### src/ugl_pkg.sv
// Shared types and constants for the UTF-8 decoder with glyph lookup.
package ugl_pkg;

  localparam int CpW            = 21;
  localparam int IdxW           = 16;
  localparam int CfgAddrW       = 4;
  localparam int ExtraRanges    = 2;
  localparam int GlyphIndexBits = 16;

  localparam logic [IdxW-1:0] IdxMask =
    IdxW'((32'd1 << GlyphIndexBits) - 32'd1);

  // register indexes
  localparam logic [CfgAddrW-1:0] RegPrimaryFirst = 4'd0;
  localparam logic [CfgAddrW-1:0] RegPrimaryLast  = 4'd1;
  localparam logic [CfgAddrW-1:0] RegRangeAFirst  = 4'd2;
  localparam logic [CfgAddrW-1:0] RegRangeALast   = 4'd3;
  localparam logic [CfgAddrW-1:0] RegRangeABase   = 4'd4;
  localparam logic [CfgAddrW-1:0] RegRangeBFirst  = 4'd5;
  localparam logic [CfgAddrW-1:0] RegRangeBLast   = 4'd6;
  localparam logic [CfgAddrW-1:0] RegRangeBBase   = 4'd7;

  // byte classes
  localparam logic [7:0] ContMask  = 8'hC0;
  localparam logic [7:0] ContTag   = 8'h80;
  localparam logic [7:0] Lead2Mask = 8'hE0;
  localparam logic [7:0] Lead2Tag  = 8'hC0;
  localparam logic [7:0] Lead3Mask = 8'hF0;
  localparam logic [7:0] Lead3Tag  = 8'hE0;
  localparam logic [7:0] Lead4Mask = 8'hF8;
  localparam logic [7:0] Lead4Tag  = 8'hF0;
  localparam logic [7:0] Lead2Bits = 8'h1F;
  localparam logic [7:0] Lead3Bits = 8'h0F;
  localparam logic [7:0] Lead4Bits = 8'h07;

  localparam logic [CpW-1:0] CharLowA  = CpW'(97);
  localparam logic [CpW-1:0] CharLowZ  = CpW'(122);
  localparam logic [CpW-1:0] CaseShift = CpW'(32);

  typedef struct packed {
    logic [CpW-1:0] code_point;
    logic           text_end;
    logic           last_of_run;
  } ugl_entry_t;

  typedef struct packed {
    logic [CpW-1:0]             primary_first;
    logic [CpW-1:0]             primary_last;
    logic [1:0][CpW-1:0]        range_first;
    logic [1:0][CpW-1:0]        range_last;
    logic [1:0][IdxW-1:0]       range_base;
  } ugl_cfg_t;

endpackage

### src/ugl_ifs.sv
// Channel interfaces: text bytes in, glyph results out, register writes.
interface ugl_byte_if;
  logic       valid;
  logic       ready;
  logic [7:0] text_byte;
  modport source (output valid, output text_byte, input ready);
  modport sink   (input valid, input text_byte, output ready);
endinterface

interface ugl_glyph_if;
  logic                     valid;
  logic                     ready;
  logic [ugl_pkg::CpW-1:0]  code_point;
  logic                     glyph_found;
  logic [ugl_pkg::IdxW-1:0] glyph_index;
  logic                     text_end;
  logic                     last_of_run;
  modport source (output valid, output code_point, output glyph_found,
                  output glyph_index, output text_end, output last_of_run,
                  input ready);
  modport sink   (input valid, input code_point, input glyph_found,
                  input glyph_index, input text_end, input last_of_run,
                  output ready);
endinterface

interface ugl_cfg_if;
  logic                         valid;
  logic                         ready;
  logic [ugl_pkg::CfgAddrW-1:0] index;
  logic [ugl_pkg::CpW-1:0]      data;
  modport source (output valid, output index, output data, input ready);
  modport sink   (input valid, input index, input data, output ready);
endinterface

### src/ugl_front.sv
// Byte decoder: tracks partial sequences and queues codepoint entries.
module ugl_front (
  input  logic                clk_i,
  input  logic                rst_ni,
  ugl_byte_if.sink            byte_i,
  output logic                push_valid_o,
  output ugl_pkg::ugl_entry_t push_entry_o,
  input  logic                push_ready_i
);

  logic [1:0]                  pend_q, pend_d;
  logic [ugl_pkg::CpW-1:0]     pv_q, pv_d;
  logic                        hold_q, hold_d;
  ugl_pkg::ugl_entry_t         hold_e_q, hold_e_d;

  logic                        accept;
  logic                        is_cont;
  logic                        flush_v, fresh_v;
  ugl_pkg::ugl_entry_t         flush_e, fresh_e;
  logic [ugl_pkg::CpW-1:0]     pv_shift;
  logic [ugl_pkg::CpW-1:0]     raw_cp;
  logic [7:0]                  b;

  assign b            = byte_i.text_byte;
  assign byte_i.ready = !hold_q && push_ready_i;
  assign accept       = byte_i.valid && byte_i.ready;
  assign is_cont      = (b & ugl_pkg::ContMask) == ugl_pkg::ContTag;
  assign pv_shift     = {pv_q[ugl_pkg::CpW-7:0], b[5:0]};
  assign raw_cp       = ugl_pkg::CpW'(b);

  always_comb begin
    pend_d  = pend_q;
    pv_d    = pv_q;
    flush_v = (pend_q != 2'd0) && !is_cont;
    fresh_v = 1'b0;
    fresh_e = '{code_point: '0, text_end: 1'b0, last_of_run: 1'b1};
    if ((pend_q != 2'd0) && is_cont) begin
      pend_d = pend_q - 2'd1;
      if (pend_q == 2'd1) begin
        fresh_v            = 1'b1;
        fresh_e.code_point = pv_shift;
        pv_d               = '0;
      end else begin
        pv_d = pv_shift;
      end
    end else begin
      pend_d = 2'd0;
      pv_d   = '0;
      if (b == 8'd0) begin
        fresh_v          = 1'b1;
        fresh_e.text_end = 1'b1;
      end else if (!b[7]) begin
        fresh_v            = 1'b1;
        fresh_e.code_point = raw_cp;
      end else if ((b & ugl_pkg::Lead2Mask) == ugl_pkg::Lead2Tag) begin
        pv_d   = ugl_pkg::CpW'(b & ugl_pkg::Lead2Bits);
        pend_d = 2'd1;
      end else if ((b & ugl_pkg::Lead3Mask) == ugl_pkg::Lead3Tag) begin
        pv_d   = ugl_pkg::CpW'(b & ugl_pkg::Lead3Bits);
        pend_d = 2'd2;
      end else if ((b & ugl_pkg::Lead4Mask) == ugl_pkg::Lead4Tag) begin
        pv_d   = ugl_pkg::CpW'(b & ugl_pkg::Lead4Bits);
        pend_d = 2'd3;
      end else begin
        fresh_v            = 1'b1;
        fresh_e.code_point = raw_cp;
      end
    end
    flush_e = '{code_point: pv_q, text_end: 1'b0, last_of_run: !fresh_v};
  end

  always_comb begin
    hold_d   = hold_q;
    hold_e_d = hold_e_q;
    if (hold_q) begin
      push_valid_o = 1'b1;
      push_entry_o = hold_e_q;
      if (push_ready_i) hold_d = 1'b0;
    end else begin
      push_valid_o = accept && (flush_v || fresh_v);
      push_entry_o = flush_v ? flush_e : fresh_e;
      if (accept && flush_v && fresh_v) begin
        hold_d   = 1'b1;
        hold_e_d = fresh_e;
      end
    end
  end

  always_ff @(posedge clk_i or negedge rst_ni) begin
    if (!rst_ni) begin
      pend_q <= 2'd0;
      pv_q   <= '0;
      hold_q <= 1'b0;
    end else begin
      hold_q <= hold_d;
      if (accept) begin
        pend_q <= pend_d;
        pv_q   <= pv_d;
      end
    end
  end

  always_ff @(posedge clk_i) begin
    hold_e_q <= hold_e_d;
  end

endmodule

### src/ugl_fifo.sv
// Four-entry queue between the decoder and the lookup stage.
module ugl_fifo (
  input  logic                clk_i,
  input  logic                rst_ni,
  input  logic                push_valid_i,
  input  ugl_pkg::ugl_entry_t push_entry_i,
  output logic                push_ready_o,
  output logic                pop_valid_o,
  output ugl_pkg::ugl_entry_t pop_entry_o,
  input  logic                pop_ready_i
);

  ugl_pkg::ugl_entry_t mem_q [4];
  logic [1:0]          wr_q, rd_q;
  logic [2:0]          cnt_q;
  logic                do_push, do_pop;

  assign push_ready_o = cnt_q != 3'd4;
  assign pop_valid_o  = cnt_q != 3'd0;
  assign pop_entry_o  = mem_q[rd_q];
  assign do_push      = push_valid_i && push_ready_o;
  assign do_pop       = pop_valid_o && pop_ready_i;

  always_ff @(posedge clk_i or negedge rst_ni) begin
    if (!rst_ni) begin
      wr_q  <= 2'd0;
      rd_q  <= 2'd0;
      cnt_q <= 3'd0;
    end else begin
      if (do_push) wr_q <= wr_q + 2'd1;
      if (do_pop) rd_q <= rd_q + 2'd1;
      cnt_q <= cnt_q + {2'b0, do_push} - {2'b0, do_pop};
    end
  end

  always_ff @(posedge clk_i) begin
    if (do_push) mem_q[wr_q] <= push_entry_i;
  end

endmodule

### src/ugl_back.sv
// Glyph lookup over the configured ranges, with a registered result.
module ugl_back (
  input  logic                clk_i,
  input  logic                rst_ni,
  input  ugl_pkg::ugl_cfg_t   cfg_i,
  input  logic                pop_valid_i,
  input  ugl_pkg::ugl_entry_t pop_entry_i,
  output logic                pop_ready_o,
  ugl_glyph_if.source         glyph_o
);

  logic                       out_valid_q;
  logic [ugl_pkg::CpW-1:0]    cp_q;
  logic                       found_q, found_d;
  logic [ugl_pkg::IdxW-1:0]   idx_q, idx_d;
  logic                       end_q, last_q;

  logic [ugl_pkg::CpW-1:0]    cp;
  logic [ugl_pkg::CpW-1:0]    up;
  logic [ugl_pkg::CpW-1:0]    diff;
  logic                       do_pop;

  assign cp          = pop_entry_i.code_point;
  assign up          = cp - ugl_pkg::CaseShift;
  assign pop_ready_o = !out_valid_q || glyph_o.ready;
  assign do_pop      = pop_valid_i && pop_ready_o;

  always_comb begin
    found_d = 1'b0;
    idx_d   = '0;
    diff    = '0;
    if (!pop_entry_i.text_end) begin
      if (cp >= cfg_i.primary_first && cp <= cfg_i.primary_last) begin
        found_d = 1'b1;
        diff    = cp - cfg_i.primary_first;
        idx_d   = diff[ugl_pkg::IdxW-1:0] & ugl_pkg::IdxMask;
      end else begin
        for (int r = ugl_pkg::ExtraRanges - 1; r >= 0; r--) begin
          if (cp >= cfg_i.range_first[r] && cp <= cfg_i.range_last[r]) begin
            found_d = 1'b1;
            diff    = cp - cfg_i.range_first[r];
            idx_d   = (cfg_i.range_base[r] + diff[ugl_pkg::IdxW-1:0]) & ugl_pkg::IdxMask;
          end
        end
        if (!found_d && cp >= ugl_pkg::CharLowA && cp <= ugl_pkg::CharLowZ
            && cfg_i.primary_last < ugl_pkg::CharLowA
            && up >= cfg_i.primary_first && up <= cfg_i.primary_last) begin
          found_d = 1'b1;
          diff    = up - cfg_i.primary_first;
          idx_d   = diff[ugl_pkg::IdxW-1:0] & ugl_pkg::IdxMask;
        end
      end
    end
  end

  always_ff @(posedge clk_i or negedge rst_ni) begin
    if (!rst_ni) begin
      out_valid_q <= 1'b0;
    end else if (pop_ready_o) begin
      out_valid_q <= pop_valid_i;
    end
  end

  always_ff @(posedge clk_i) begin
    if (do_pop) begin
      cp_q    <= cp;
      found_q <= found_d;
      idx_q   <= idx_d;
      end_q   <= pop_entry_i.text_end;
      last_q  <= pop_entry_i.last_of_run;
    end
  end

  assign glyph_o.valid       = out_valid_q;
  assign glyph_o.code_point  = cp_q;
  assign glyph_o.glyph_found = found_q;
  assign glyph_o.glyph_index = idx_q;
  assign glyph_o.text_end    = end_q;
  assign glyph_o.last_of_run = last_q;

endmodule

### src/utf8_decode_glyph_lookup.sv
// Top level: UTF-8 byte decoder feeding a glyph range lookup.
//
// byte_i carries one text byte per transfer; glyph_o carries one result
// per transfer (codepoint, glyph hit and index, end marker, last-of-byte
// flag); cfg_i writes the eight range registers by index, always ready,
// indexes above seven are dropped. Write registers only while idle.
//
// Bytes are taken one per cycle while the queue has room and no result is
// held. A byte that both flushes a partial sequence and yields a result of
// its own makes the decoder hold the second result and deassert byte_i.ready
// until the queue takes it. A completing byte's result is written to the
// queue, then registered by the lookup before it shows on glyph_o.
//
// Reset clears the decoder state, empties the four-entry queue and the
// output register, and loads the register reset values. When glyph_o
// stalls, the queue fills and byte_i.ready drops once it is full; no
// result is lost or repeated.
module utf8_decode_glyph_lookup (
  input  logic        clk_i,
  input  logic        rst_ni,
  ugl_byte_if.sink    byte_i,
  ugl_glyph_if.source glyph_o,
  ugl_cfg_if.sink     cfg_i
);

  ugl_pkg::ugl_cfg_t   cfg_q;
  logic                push_valid, push_ready, pop_valid, pop_ready;
  ugl_pkg::ugl_entry_t push_entry, pop_entry;
  logic [ugl_pkg::IdxW-1:0] wr_base;

  assign cfg_i.ready = 1'b1;
  assign wr_base     = cfg_i.data[ugl_pkg::IdxW-1:0];

  always_ff @(posedge clk_i or negedge rst_ni) begin
    if (!rst_ni) begin
      cfg_q.primary_first  <= ugl_pkg::CpW'(32);
      cfg_q.primary_last   <= ugl_pkg::CpW'(126);
      cfg_q.range_first[0] <= ugl_pkg::CpW'(1);
      cfg_q.range_last[0]  <= '0;
      cfg_q.range_base[0]  <= '0;
      cfg_q.range_first[1] <= ugl_pkg::CpW'(1);
      cfg_q.range_last[1]  <= '0;
      cfg_q.range_base[1]  <= '0;
    end else if (cfg_i.valid) begin
      case (cfg_i.index)
        ugl_pkg::RegPrimaryFirst: cfg_q.primary_first  <= cfg_i.data;
        ugl_pkg::RegPrimaryLast:  cfg_q.primary_last   <= cfg_i.data;
        ugl_pkg::RegRangeAFirst:  cfg_q.range_first[0] <= cfg_i.data;
        ugl_pkg::RegRangeALast:   cfg_q.range_last[0]  <= cfg_i.data;
        ugl_pkg::RegRangeABase:   cfg_q.range_base[0]  <= wr_base;
        ugl_pkg::RegRangeBFirst:  cfg_q.range_first[1] <= cfg_i.data;
        ugl_pkg::RegRangeBLast:   cfg_q.range_last[1]  <= cfg_i.data;
        ugl_pkg::RegRangeBBase:   cfg_q.range_base[1]  <= wr_base;
        default: ;
      endcase
    end
  end

  ugl_front u_front (
    .clk_i        (clk_i),
    .rst_ni       (rst_ni),
    .byte_i       (byte_i),
    .push_valid_o (push_valid),
    .push_entry_o (push_entry),
    .push_ready_i (push_ready)
  );

  ugl_fifo u_fifo (
    .clk_i        (clk_i),
    .rst_ni       (rst_ni),
    .push_valid_i (push_valid),
    .push_entry_i (push_entry),
    .push_ready_o (push_ready),
    .pop_valid_o  (pop_valid),
    .pop_entry_o  (pop_entry),
    .pop_ready_i  (pop_ready)
  );

  ugl_back u_back (
    .clk_i       (clk_i),
    .rst_ni      (rst_ni),
    .cfg_i       (cfg_q),
    .pop_valid_i (pop_valid),
    .pop_entry_i (pop_entry),
    .pop_ready_o (pop_ready),
    .glyph_o     (glyph_o)
  );

endmodule

### src/flat_wrapper.sv
// flat-port wrapper written by rule: the top's interface ports become plain ports
module utf8_decode_glyph_lookup_flat 
  (clk_i, rst_ni, byte_i_valid, byte_i_text_byte, byte_i_ready, glyph_o_valid, glyph_o_code_point, glyph_o_glyph_found, glyph_o_glyph_index, glyph_o_text_end, glyph_o_last_of_run, glyph_o_ready, cfg_i_valid, cfg_i_index, cfg_i_data, cfg_i_ready);
  ugl_byte_if byte_i_i ();
  ugl_glyph_if glyph_o_i ();
  ugl_cfg_if cfg_i_i ();
  input  logic clk_i;
  input  logic rst_ni;
  input wire logic [$bits(byte_i_i.valid)-1:0] byte_i_valid;
  input wire logic [$bits(byte_i_i.text_byte)-1:0] byte_i_text_byte;
  output wire logic [$bits(byte_i_i.ready)-1:0] byte_i_ready;
  output wire logic [$bits(glyph_o_i.valid)-1:0] glyph_o_valid;
  output wire logic [$bits(glyph_o_i.code_point)-1:0] glyph_o_code_point;
  output wire logic [$bits(glyph_o_i.glyph_found)-1:0] glyph_o_glyph_found;
  output wire logic [$bits(glyph_o_i.glyph_index)-1:0] glyph_o_glyph_index;
  output wire logic [$bits(glyph_o_i.text_end)-1:0] glyph_o_text_end;
  output wire logic [$bits(glyph_o_i.last_of_run)-1:0] glyph_o_last_of_run;
  input wire logic [$bits(glyph_o_i.ready)-1:0] glyph_o_ready;
  input wire logic [$bits(cfg_i_i.valid)-1:0] cfg_i_valid;
  input wire logic [$bits(cfg_i_i.index)-1:0] cfg_i_index;
  input wire logic [$bits(cfg_i_i.data)-1:0] cfg_i_data;
  output wire logic [$bits(cfg_i_i.ready)-1:0] cfg_i_ready;
  assign byte_i_i.valid = byte_i_valid;
  assign byte_i_i.text_byte = byte_i_text_byte;
  assign byte_i_ready = byte_i_i.ready;
  assign glyph_o_valid = glyph_o_i.valid;
  assign glyph_o_code_point = glyph_o_i.code_point;
  assign glyph_o_glyph_found = glyph_o_i.glyph_found;
  assign glyph_o_glyph_index = glyph_o_i.glyph_index;
  assign glyph_o_text_end = glyph_o_i.text_end;
  assign glyph_o_last_of_run = glyph_o_i.last_of_run;
  assign glyph_o_i.ready = glyph_o_ready;
  assign cfg_i_i.valid = cfg_i_valid;
  assign cfg_i_i.index = cfg_i_index;
  assign cfg_i_i.data = cfg_i_data;
  assign cfg_i_ready = cfg_i_i.ready;
  utf8_decode_glyph_lookup u_core (.clk_i(clk_i), .rst_ni(rst_ni), .byte_i(byte_i_i), .glyph_o(glyph_o_i), .cfg_i(cfg_i_i));
endmodule
### config.mk
export PLATFORM = sky130hd
export DESIGN_NAME = utf8_decode_glyph_lookup_flat
export DESIGN_NICKNAME = d
export VERILOG_FILES = /design/src/ugl_pkg.sv /design/src/ugl_ifs.sv /design/src/ugl_front.sv /design/src/ugl_fifo.sv /design/src/ugl_back.sv /design/src/utf8_decode_glyph_lookup.sv /design/src/flat_wrapper.sv
export SDC_FILE = /design/constraint.sdc
export NUM_CORES = 1
export LEC_CHECK = 0
export ABC_AREA = 1
export BUFFER_PORTS_ARGS = -buffer_cell sky130_fd_sc_hd__buf_2
export CAP_MARGIN = 15
export CORE_MARGIN = 8
export CORE_UTILIZATION = 57
export DETAILED_ROUTE_END_ITERATION = 10
export PLACE_DENSITY = 0.77
export SYNTH_ARGS = -nofsm -noshare
export SYNTH_HDL_FRONTEND = slang
export SYNTH_HIERARCHICAL = 1
export SYNTH_SLANG_ARGS = --single-unit
### constraint.sdc
create_clock -name clk_i -period 4.3 [get_ports clk_i]
set_clock_uncertainty 0.2 [all_clocks]
set_input_delay 0.215 -clock clk_i [delete_from_list [all_inputs] [get_ports clk_i]]
set_output_delay 0.215 -clock clk_i [all_outputs]
set_load 0.03 [all_outputs]
# == After elaboration in Yosys (flattened, before gate mapping) ==
# Memory sizes are Yosys's and may differ from the RTL's.
# Cells that the tools add are included.
# totals
n_memories,1
ram_bits,92
regBits,252
# op_classes
reduce_logical,37
addsub,12
muxes,47
bitwise_logic,1
eq_ne,13
order_cmp,11
# mem_list
name,words,word_bits,read_ports,rd_ports_with_merged_regs,wr,line_no,rtl
u_core.u_fifo.mem_q,4,23,1,0,1,ugl_fifo.sv:13,ugl_pkg::ugl_entry_t mem_q [4];
# op_table
cell,count
21-bit greater-or-equal comparator,4
21-bit <= comparator,4
21-bit 2-to-1 mux,4
16-bit 2-to-1 mux,4
16-bit subtractor,4
23-bit 2-to-1 mux,2
8-bit 2-to-1 mux,5
16-bit adder,2
21-bit by 7-bit greater-or-equal comparator with 1-bit output (second input constant),1
21-bit by 7-bit <= comparator with 1-bit output (second input constant),1
21-bit by 7-bit < comparator with 1-bit output (second input constant),1
1-bit 2-to-1 mux,21
21-bit by 6-bit subtractor with 21-bit output (second input constant),1
2-bit AND reduction,9
1-bit logical AND,17
4-bit by 3-bit == test with 1-bit output (second input constant),4
5-bit 2-to-1 mux,3
2-bit 2-to-1 mux,6
4-bit by 2-bit == test with 1-bit output (second input constant),2
8-bit logical NOT,1
5-bit == test (second input constant),1
1-bit logical NOT,5
2-bit by 1-bit adder with 2-bit output (second input constant),2
4-bit by 1-bit == test with 1-bit output (second input constant),1
15 further kinds,16

# == Longest topological paths before layout ==
# Gate-level depths: netlist of the first run.
# An unclocked memory read counts as a cell.
# logic_depth
depth_word,15
mapped_depth,28
ltp_nobuf,26

# == Modules after synthesis ==
# The synthesis of the first run kept the hierarchy.
# by_module_without_submodules
module,cells_per_inst,seq_area_each_um2,n_inst,area_per_inst_um2
ugl_back,1488,1226.2,1,9900.7
utf8_decode_glyph_lookup,768,3965.1,1,6794.0
ugl_fifo,350,2937.8,1,4107.7
ugl_front,291,1261.2,1,2488.6

# == Worst setup path after synthesis of the first run ==
# OpenSTA, ideal clock, no wires.
# synth_timing
path_kind,register to register
start,register u_core.u_fifo.rd_q[1]
end,register u_core.u_back.idx_q (netlist bit u_core/u_back/glyph_o.glyph_index[14]) (data pin)
t_arrival_ns,3.602
path_slack_ns,0.248
n_path_buf,2
stages_incl_launch_ff,27
period_less_slack_ns,4.052
path_cell_list,dfrtp_1 -> inv_2 -> clkbuf_1 -> nor2_1 -> o21ai_1 -> nand2_1 -> inv_1 -> ha_1 -> nand3_1 -> nor2_1 -> nand2_1 -> nor3_1 -> xor2_1 -> inv_1 -> ha_1 -> nand2_1 -> nor2_1 -> nand2_1 -> nor4_1 -> nand2_1 -> nand3_1 -> nand2_1 -> buf_2 -> nand4_1 -> nand3_1 -> nand3_1 -> inv_1
# synth_lines
item,line_no,rtl
from (decl),ugl_fifo.sv:14,"logic [1:0] wr_q, rd_q;"
from (signal assigned),ugl_fifo.sv:31,if (do_pop) rd_q <= rd_q + 2'd1;
to (signal assigned),ugl_back.sv:68,idx_q <= idx_d;
to (decl),ugl_back.sv:15,"logic [ugl_pkg::IdxW-1:0] idx_q, idx_d;"

==> results of run 1 <==
-- sequential cells by signal (all words and copies together), names as in the netlist, 3 cells and up --
register and cells:
u_core/u_back/glyph_o.code_point 21, u_core/cfg_q 158, u_core/u_fifo/mem_q 92, u_core/u_front/pv_q 21, u_core/u_fifo/cnt_q 3, u_core/u_front/hold_e_q 22, u_core/u_back/glyph_o.glyph_index 16
-- worst paths after layout --
kind / from / end / cells after the start
max: u_core/u_fifo/rd_q[0] / u_core/u_back/glyph_o.glyph_index[8] / 19
min: rst_ni / u_core/cfg_q[66] / 2
max reg2reg: u_core/u_fifo/rd_q[0] / u_core/u_back/glyph_o.glyph_index[8] / 19
min reg2reg: u_core/cfg_q[74] / u_core/cfg_q[74] / 2
max in group asynchronous: rst_ni / u_core/cfg_q[142] / 3
min in group clk_i: cfg_i_valid / u_core/cfg_q[34] / 3
-- cell usage in the layout, fill, tap and decap left out, types with 25 or more instances in the layout --
cell / synthesis / layout
nor2_2: 21 / 31
buf_2: 58 / 78
fa_1: 32 / 32
o21bai_1: 51 / 51
ha_1: 198 / 195
clkbuf_16: 0 / 39
buf_4: 19 / 77
nand3_1: 114 / 112
xor2_1: 37 / 35
xnor2_1: 25 / 25
nor2_1: 196 / 183
inv_1: 465 / 461
o21ai_0: 83 / 82
nand4_1: 125 / 125
a21oi_1: 127 / 124
dlygate4sd3_1: 0 / 41
o21ai_1: 38 / 38
edfxtp_1: 154 / 154
dfrtp_1: 181 / 180
nand2_1: 807 / 799
-- what timing repair did --
| item | CTS | global route |
|---|---|---|
| endpoints found under the hold margin | 289 | 0 |
| setup buffers | 0 | 11 |
| gates resized for setup | 0 | 54 |
| hold buffers | 41 | 0 |
| setup endpoints to repair | 0 | 17 |
-- critical path: cells and delay by family, from the launching register on --
kind,cells,cell delay (ns)
adder cells (fa/ha/maj),2,0.99
flip-flops,1,0.46
XOR/XNOR,1,0.18
buffers and inverters,5,0.71
AND/OR/NAND/NOR,8,0.91
AO/OA/AOI/OAI,3,0.41
-- kinds of logic (layout without fill, tap and decap cells) --
family / after synthesis / count (layout) / share of synthesized area
flops: 344 / 344 / 0.4032
other cells: 1 / 2 / 0.0001610
xor+xnor: 62 / 62 / 0.02331
simple gates: 1329 / 1329 / 0.2470
compound gates: 345 / 345 / 0.08542
buf+inv: 586 / 751 / 0.1071
fa+ha+maj: 230 / 230 / 0.1339
-- per-stage QoR --
| stage | utilization | cells | area [µm²] |
|---|---|---|---|
| 6_report | 0.6479 | 3595 | 26280 |
| 5_1_grt | 0.6478 | 3594 | 26270 |
| 4_1_cts | 0.6409 | 3583 | 25990 |
| 3_5_place_dp | 0.5987 | 3472 | 24280 |
| 3_3_place_gp | 0.5982 | 3471 | 24260 |
| 2_1_floorplan | - | 2897 | 23290 |
-- synth_stat cells, types with 16 or more instances --
library cell and count:
xor2_1 37, o21ai_0 83, nand4_1 125, nand2_1 807
ha_1 198, xnor2_1 25, dfrtp_1 181, o21ai_1 38
fa_1 32, buf_2 58, nor2_1 196, a21oi_1 127
edfxtp_1 154, buf_6 20, nand3_1 114, nor3_1 16
inv_1 465, o21bai_1 51, buf_4 19, nor2_2 21
-- cell type report --
type / count / area (µm²)
clock buffer: 45 / 1008
fill: 3304 / 14280
sequential: 344 / 9392
timing repair buffer: 203 / 1495
antenna: 1 / 2.502
multi-input combinational: 1967 / 11620
tap: 532 / 665.6
inverter: 478 / 1799
clock inverter: 25 / 292.8
-- routing by layer --
layer	global-route usage	wire [µm]	up-vias
met5	0	0	-
met1	0.3622	27870	9648
met4	0.1684	4594	0
met3	0.05171	5573	247
met2	0.4726	32360	992
li1	-	-	9625
==> results.md, run 1 <==
* Via density at 5.706
* Pre-CTS setup slack at 0.04187 ns
* CTS tree: done
* Final setup violation count at 0
* Largest net degree at the start of global routing at 106
* Via count at 20510
* Dominant synthesized flop cell: dfrtp_1
* Cell row count at 74
* Max Buffers Root-to-Sink at 3
* Starting DRT DRC Count at 2126
* GRT Residual Overflow at 0
* Kind of critical path: reg2reg
* Net count, final at 3300
* Global Route Usage Sum at 0.2908
* Initial Util at 0.5743
* R2R Setup Slk at 0.16 ns
* Max Fclk at 241.3 MHz
* Setup Total Neg Slack at 0 ns
* Status: complete, no violations
* Vias in the first global route at 19830
* Yosys cell types at 56
* Rel. slew slack at 0.3454
* Fraction of layout cells with a size suffix above 1 at 0.1091
* Worst Setup Start Kind: register
* Async set-reset flop share out of synthesis at 0.5523
* Synth Cell Area at 0.02329 mm²
* Hold slack at 0.1053 ns
* Critical Path End Type: register
* Period utilization at 0.9639
* # clock sinks at 344
* Die Ht at 218.1 µm
* Initial antenna violation count at 1
* Worst-Margin Slew at 0.9809 ns
* Crit path required time at 4.40 ns
* Detailed placement HPWL at 50730 µm
* Number of synthesized flops with an enable pin at 154
* Max-slew violation count at 0
* Clock-pin slew on the worst setup and hold paths at 0.06 ns
* Area Overhead vs Synth at 12.81%
* Latest clock arrival within the worst-skew pair at 0.58 ns
* Syn Area/Cell at 8.040 µm²
* Main area contributors after synthesis: edfxtp_1, dfrtp_1, nand2_1
* Post-route ant nets at 0
* DRC viols at 0
* Fin crit period at 4.145 ns
* CP max FO at 12
* Max Cap Viol at 0
* Num CTS Buffers at 38
* TritonRoute pass-1 iters at 6
* CP max stage cell: fa_1
* Worst Slack Setup Final at 0.1551 ns
* Post-synth top area share at 0.1985
* CP cell instances: buf_4, buf_4, o21ai_0, nand2_1, nand2_1, inv_1, buf_4, fa_1, inv_1, fa_1, nand3_1, nand2_1, a21oi_1, xor2_1, nor2_1, nor2_1, nand2_1, nand2_1, a21oi_1
* Core ar. at 0.04055 mm²
* FF+latch count, synth at 344
* GP Congestion at 0.9838
* Cell mode on critical path: nand2_1
* Final wirelength at 70400 µm
* Fin. Hold Viols at 0
* DIE WIDTH at 218.1 µm
* I/O pin count at 81
* Clk Tree Root Cell: clkbuf_16
* H-Tree Depth at 2
* Post-synth net total at 3165
* Synth Instances at 2897
* CP arrival at 4.25 ns
* DR WL/cell at 19.58 µm
* Crit-path max cell delay at 0.51 ns
* Seq/Total Area, Yosys at 0.4032
* Synth warnings at 6
* Port Buf Inserts at 79
* First-pass GRT wire length at 108700 µm
* Yosys top cell by area: edfxtp_1
* Hold WC Path Type: in2async
* Die ar. at 0.04759 mm²
Power of run 1 is not shown: default switching activity piles up to over one toggle a cycle in this logic, so the estimate is an artifact.
==> run 2, diff against run 1 <==
--- a/config.mk
+++ b/config.mk
@@ -10,8 +10,10 @@
 export CAP_MARGIN = 15
 export CORE_MARGIN = 8
 export CORE_UTILIZATION = 57
+export CTS_BUF_LIST = sky130_fd_sc_hd__clkbuf_8 sky130_fd_sc_hd__clkbuf_16
 export DETAILED_ROUTE_END_ITERATION = 10
 export PLACE_DENSITY = 0.77
+export SKIP_CTS_REPAIR_TIMING = 1
 export SYNTH_ARGS = -nofsm -noshare
 export SYNTH_HDL_FRONTEND = slang
 export SYNTH_HIERARCHICAL = 1
==> run 2 against run 1 <==
  * Register-to-register slack got worse by 0.03 ns
  * Final area decreased by 0.27%
  * First-iteration DRC count is 3.3% lower
  * Die area unchanged
  * Global-route usage is 0.27 points lower
  * Maximum frequency is 0.81% lower
  * Critical path type unchanged
  * Highest routed layer unchanged
==> results.md, run 2 (synthesized netlist as in run 1, its figures left out) <==
* I/O pin count at 81
* Final setup violation count at 0
* Starting DRT DRC Count at 2055
* Vias in the first global route at 19610
* First-pass GRT wire length at 107700 µm
* Most frequent cells in the layout: nand2_1, inv_1, ha_1
* CP max FO at 12
* GRT Residual Overflow at 0
* Status: complete, no violations
* Via density at 5.678
* DRC viols at 0
* Net count, final at 3293
* Die Ht at 218.1 µm
* Crit-path max cell delay at 0.51 ns
* Clk Tree Root Cell: clkbuf_16
* Via count at 20370
* H-Tree Depth at 2
* Post-route ant nets at 0
* GP Congestion at 0.9838
* CP arrival at 4.28 ns
* DIE WIDTH at 218.1 µm
* Commonest non-fill, non-tap cell in the layout: nand2_1
* Max Buffers Root-to-Sink at 3
* Fin crit period at 4.179 ns
* Worst Slack Setup Final at 0.1214 ns
* Worst Hold Depth at 5
* Max Fclk at 239.3 MHz
* Initial Util at 0.5743
* Reg-to-Reg End: u_core/u_back/glyph_o.glyph_index[8]
* DP Cell Count at 3472
* Critical Path End Type: register
* R2R cell count at 19
* Max-slew violation count at 0
* Worst-Margin Slew at 0.9776 ns
* Hold Startpoint: cfg_i_index[0]
* Area Overhead vs Synth at 12.51%
* Global Route Usage Sum at 0.2881
* Kind of critical path: reg2reg
* Worst Setup Start Kind: register
* Period utilization at 0.9718
* Detailed placement HPWL at 50730 µm
* Rel. slew slack at 0.3476
* Pre-CTS setup slack at 0.04187 ns
* DR WL/cell at 19.48 µm
* Worst r2r src: u_core/u_fifo/rd_q[0]
* CTS tree: done
* Crit path required time at 4.40 ns
* Biggest register: u_core/cfg_q
* Initial antenna violation count at 1
* Max Cap Viol at 0
* Largest net degree at the start of global routing at 106
* WHS Endpoint: u_core/cfg_q[27]
* Final std cells w/o fill at 3588
* Latest clock arrival within the worst-skew pair at 0.58 ns
* Num CTS Buffers at 38
* CP max stage cell: fa_1
* Max FFs per register at 158
* Design Area, Final at 0.02621 mm²
* Clock-pin slew on the worst setup and hold paths at 0.06 ns
* CP bufs+invs at 5
* R2R Setup Slk at 0.12 ns
* # clock sinks at 344
* Largest regs: u_core/cfg_q (158), u_core/u_fifo/mem_q (92), u_core/u_front/hold_e_q (22)
* Core ar. at 0.04055 mm²
* Fin. Hold Viols at 0
* CP cell instances: buf_4, buf_4, o21ai_0, nand2_1, nand2_1, inv_1, buf_4, fa_1, inv_1, fa_1, nand3_1, nand2_1, a21oi_1, xor2_1, nor2_1, nor2_1, nand2_1, nand2_1, a21oi_1
* Final wirelength at 69910 µm
* DP Area at 0.02428 mm²
* Port Buf Inserts at 79
* Cell row count at 74
* Fraction of layout cells with a size suffix above 1 at 0.1093
* Cell mode on critical path: nand2_1
* Kind of cell adding the most delay to the critical path: adder cells
* TritonRoute pass-1 iters at 5
* Hold WC Path Type: in2reg
* Die ar. at 0.04759 mm²
-- run 2: cell types whose count changed in the layout (fill, tap and decap cells not counted), sizes merged --
cell | before | now
dlygate4sd3 | 41 | 34
clkbuf | 46 | 41
inv | 480 | 485
-- run 2: final cells by class --
| type | instances | area, µm² |
|---|---|---|
| inverters | 478 | 1799 |
| clock buffers | 40 | 989.7 |
| fillers | 3321 | 14350 |
| well taps | 532 | 665.6 |
| repair buffers | 196 | 1425 |
| diodes | 1 | 2.502 |
| clock inverters | 30 | 311.5 |
| multi-input cells | 1967 | 11620 |
| flip-flops and latches | 344 | 9392 |
-- run 2: through the flow --
stage                     TNS [ns]    util  hold slack [ns]
after CTS                        0  0.6308          -0.4042
after floorplan                  0       -          -0.2806
after detailed placement         0  0.5987           0.2053
after global placement           0  0.5982           0.2000
after global routing      -0.06620  0.6461         0.005200
final                            0  0.6462         0.005479
-- run 2: worst reg2reg max path, cell delays in order (launching register included) --
cell,delay (ns)
dfrtp_2,0.46
buf_4,0.16
buf_4,0.16
o21ai_0,0.17
nand2_1,0.07
nand2_1,0.11
inv_1,0.13
buf_4,0.22
fa_1,0.49
inv_1,0.06
fa_1,0.51
nand3_1,0.12
nand2_1,0.10
a21oi_1,0.18
xor2_1,0.18
nor2_1,0.07
nor2_1,0.27
nand2_1,0.09
nand2_1,0.08
a21oi_1,0.07
-- run 2: worst max path at each step --
stage	start	end	slack [ns]	cells after the start
2_1_floorplan	u_core/u_fifo/rd_q[1]	u_core/u_back/glyph_o.glyph_index[14]	0.25	26
3_3_place_gp	u_core/u_fifo/rd_q[0]	u_core/u_back/glyph_o.glyph_found	0.06	20
3_5_place_dp	u_core/u_fifo/rd_q[0]	u_core/u_back/glyph_o.glyph_found	0.04	20
4_1_cts	u_core/u_fifo/rd_q[0]	u_core/u_back/glyph_o.glyph_found	0.02	20
5_1_grt	u_core/u_fifo/rd_q[0]	u_core/u_back/glyph_o.glyph_index[14]	-0.03	24
6_report	u_core/u_fifo/rd_q[0]	u_core/u_back/glyph_o.glyph_index[8]	0.12	19
-- run 2: per-layer routing --
layer,track usage,share of wire,vias up
met1,0.3620,0.40,9571
met3,0.04756,0.080,246
met4,0.1621,0.065,0
li1,-,-,9600
met5,0,0,-
met2,0.4695,0.46,956
Power of run 2 is left out for the same reason.
